File: config.mk
export PLATFORM = sky130hd
export DESIGN_NAME = scsc_entry_match
export DESIGN_NICKNAME = d
export VERILOG_FILES = /design/src/design/scsc_pkg.sv /design/src/design/scsc_entry_match.sv
export SDC_FILE = /design/constraint.sdc
export NUM_CORES = 1
export LEC_CHECK = 0
export BUFFER_PORTS_ARGS = -buffer_cell sky130_fd_sc_hd__clkbuf_2
export CAP_MARGIN = 30
export CORE_AREA = 2 2 150 152
export DETAILED_ROUTE_END_ITERATION = 6
export DIE_AREA = 0 0 152 154
export SYNTH_ARGS = -nofsm -noshare
export SYNTH_HDL_FRONTEND = slang
export SYNTH_SLANG_ARGS = --single-unit
File: constraint.sdc
create_clock -name vclk -period 3.6
set_input_delay 0.72 -clock vclk [all_inputs]
set_output_delay 0.72 -clock vclk [all_outputs]
set_load 0.05 [all_outputs]
File: src/design/scsc_pkg.sv
package scsc_pkg;

  // default sizing
  localparam int unsigned STACK_DEPTH_DEF  = 1024;
  localparam int unsigned ADDRESS_BITS_DEF = 64;

  // fixed payload widths
  localparam int unsigned FIELD_W = 64;
  localparam int unsigned DEPTH_W = 11;

  // request kinds
  localparam logic FUNC_ENTRY = 1'b0;
  localparam logic FUNC_EXIT  = 1'b1;

  // result status codes
  typedef enum logic [2:0] {
    ST_OK       = 3'd0,
    ST_CORRUPT  = 3'd1,
    ST_NOMATCH  = 3'd2,
    ST_OVERFLOW = 3'd3,
    ST_EMPTY    = 3'd4
  } scsc_status_e;

  // request payload
  typedef struct packed {
    logic               func;
    logic [FIELD_W-1:0] function_address;
    logic [FIELD_W-1:0] call_site_address;
    logic [FIELD_W-1:0] frame_address;
    logic [FIELD_W-1:0] frame_word;
  } scsc_req_t;

  // result payload
  typedef struct packed {
    scsc_status_e       status;
    logic [DEPTH_W-1:0] depth_after;
    logic [FIELD_W-1:0] reported_function;
    logic [FIELD_W-1:0] reported_call_site;
  } scsc_rsp_t;

  // compare flags of one stored entry against the pending request
  typedef struct packed {
    logic func_eq;
    logic frame_eq;
    logic word_eq;
  } scsc_match_t;

endpackage

File: src/design/scsc_entry_match.sv
module scsc_entry_match import scsc_pkg::*; #(
  parameter int unsigned ADDRESS_BITS = ADDRESS_BITS_DEF
) (
  input  logic [ADDRESS_BITS-1:0] ent_func_i,
  input  logic [ADDRESS_BITS-1:0] ent_frame_i,
  input  logic [FIELD_W-1:0]      ent_word_i,
  input  logic [ADDRESS_BITS-1:0] req_func_i,
  input  logic [ADDRESS_BITS-1:0] req_frame_i,
  input  logic [FIELD_W-1:0]      req_word_i,
  output scsc_match_t             match_o
);

  // equality of stored entry and pending request
  always_comb begin
    match_o.func_eq  = (ent_func_i == req_func_i);
    match_o.frame_eq = (ent_frame_i == req_frame_i);
    match_o.word_eq  = (ent_word_i == req_word_i);
  end

endmodule

==> results.cfg <==
[outcome]
outcome = finished, final reports clean

[finish]
flops_and_latches = 0
final.clkbuf_count = 0
synthToLayoutAreaGrowth_pct = 110
nNetsFinal = 1029
antenna_cells = 0
drive_gt1_share_pct = 60.8
utilization_pct = 20.2
regArea_um2 = 0

[power_and_ir_drop]
p_leak_nw = 2.46
ir_drop_mv = 0.0340
fin_total_pwr_w = 0.000430
power.density_nw_per_um2 = 98.0

[setup_path]
path_cells = clkbuf_2 -> xor2_1 -> nor4_1 -> nand4_1 -> nor4_2 -> clkbuf_2
crit_family = simple AND/OR/NAND/NOR gates
slowest_stage = nor4_1
cp.required_ps = 2880
setup.worst_path.start_class = input pin
crit_arrival_ps = 2290
crit_buf_inv = 2
crit_top_cell = clkbuf_2
slowest_delay_ps = 500
crit_fanout = 1
worstSetupPathType = input pin to output pin
endpoint_kind = output pin

[synthesis]
yosysTopAreaCellShare_pct = 80.3
yosys_warnings = 0
syn-cell-area_um2 = 2090
avgSynthCellArea_um2 = 8.21
yosysMostFrequentCell = xor2_1
synth_commonest_cells = xor2_1 (192), nor4_1 (48), nand4_1 (12)
synth_top_family_by_area = XOR/XNOR gates
synthSimpleGateAreaFrac_pct = 19.7
yosys.area_share.adder_pct = 0
synthTopCellsByArea = xor2_1 (80%), nor4_1 (14%), nand4_1 (3.6%), nor4_2 (1.8%)
synth_xor_area_share_pct = 80.3
ys_types = 4
synth.largest_area_cell = xor2_1
syn-num-nets = 639
ys_seq_area_share_pct = 0
synth_compound_area_share_pct = 0
synth.mux.area_fraction_pct = 0
syn_inst = 255

[timing]
worstMarginPinSlew_ps = 568
post-route-worst-setup-slack_ps = 587
rsz0062_at_grt = no
fmax_mhz = 332
finalHoldViolations = 0
finalSetupTns_ps = 0
relSlewSlack_pct = 61.8
setup_viol_count_final = 0
drv_slew = 0
fin_crit_ps = 3010
finalCritPeriodShare_pct = 83.7

[clocking]
post_cts_resized = 0
hold_buffers = 0
postCtsSetupBuffers = 0

[global_routing]
gr-total-overflow = 0
antenna_found_initial = 0
grt_pass1_wl_mm = 16.8
grt_start_max_net_pins = 2
grt_pass1_vias = 3428
grt_usage_pct = 8.80

[routing]
vias = 3211
dr.pass1.iters = 4
wl_met1_mm = 4.50
ant_nets = 0
wire_per_inst_um = 12.3
totalWireLength_mm = 11.3
drc = 0
wl_met2_mm = 5.91
highest_layer = met4
drtIter0Drc = 93
wl_met3_um = 705
vias_per_cell = 3.48

[die]
num_rows = 54
die_x_um = 152
die_h_um = 154
io_pins = 387
die_area_um2 = 23400
start_util_pct = 9.66
core_area_um2 = 21700

[run]
cap_violations = 0

[place]
io_buffers = 387
hpwl_mm = 11.1
place_ws_ps = 520
gp_congestion = 0.888

[min_path]
hp-class = input pin to output pin
-- power by group --
part	switching (W)	internal, W	leakage, nW
combinational	0.000184	0.000246	2.46
clock	0	0	0
sequential	0	0	0
total	0.000184	0.000246	2.46
-- logic make-up after synthesis --
family	after synthesis
AND/OR/NAND/NOR	63
XOR/XNOR	192
-- cells in the final DEF (no fill, tap or decap) --
cell and count:
xor2_1 192, nand4_1 12, nor4_2 3, buf_4 1
clkbuf_2 387, nor4_1 48
-- layout make-up --
cell class                      instances  area [um2]
Fill cell                            2462       17300
Multi-Input combinational cell        255        2090
Tap cell                              280         350
Timing Repair Buffer                  388        1940
-- worst min-delay path: cells and delay by family --
kind                   cells  cell delay (ps)
AND/OR/NAND/NOR            3              190
XOR/XNOR                   1              120
buffers and inverters      2              310
-- final timing paths --
| path | from | end | slack [ps] | cells past startpoint |
|---|---|---|---|---|
| max | ent_frame_i[20] | match_o[1] | 590 | 6 |
| min | ent_frame_i[0] | match_o[1] | 2050 | 6 |
-- per-layer routing --
layer / vias up / GRT usage [%]
met5: - / 0
met4: 0 / 1.47
met3: 10 / 1.04
met2: 159 / 16.1
met1: 1375 / 11.2
li1: 1667 / -
-- per-stage QoR --
step | instances | hold WS (ps) | instance area, um2
finish | 923 | 2050 | 4390
global route | 923 | 2080 | 4390
CTS | 923 | 2060 | 4390
detailed placement | 923 | 2060 | 4390
global placement | 923 | 2060 | 4390
floorplan | 255 | 1790 | 2090
(Power assumes the default switching activity.)
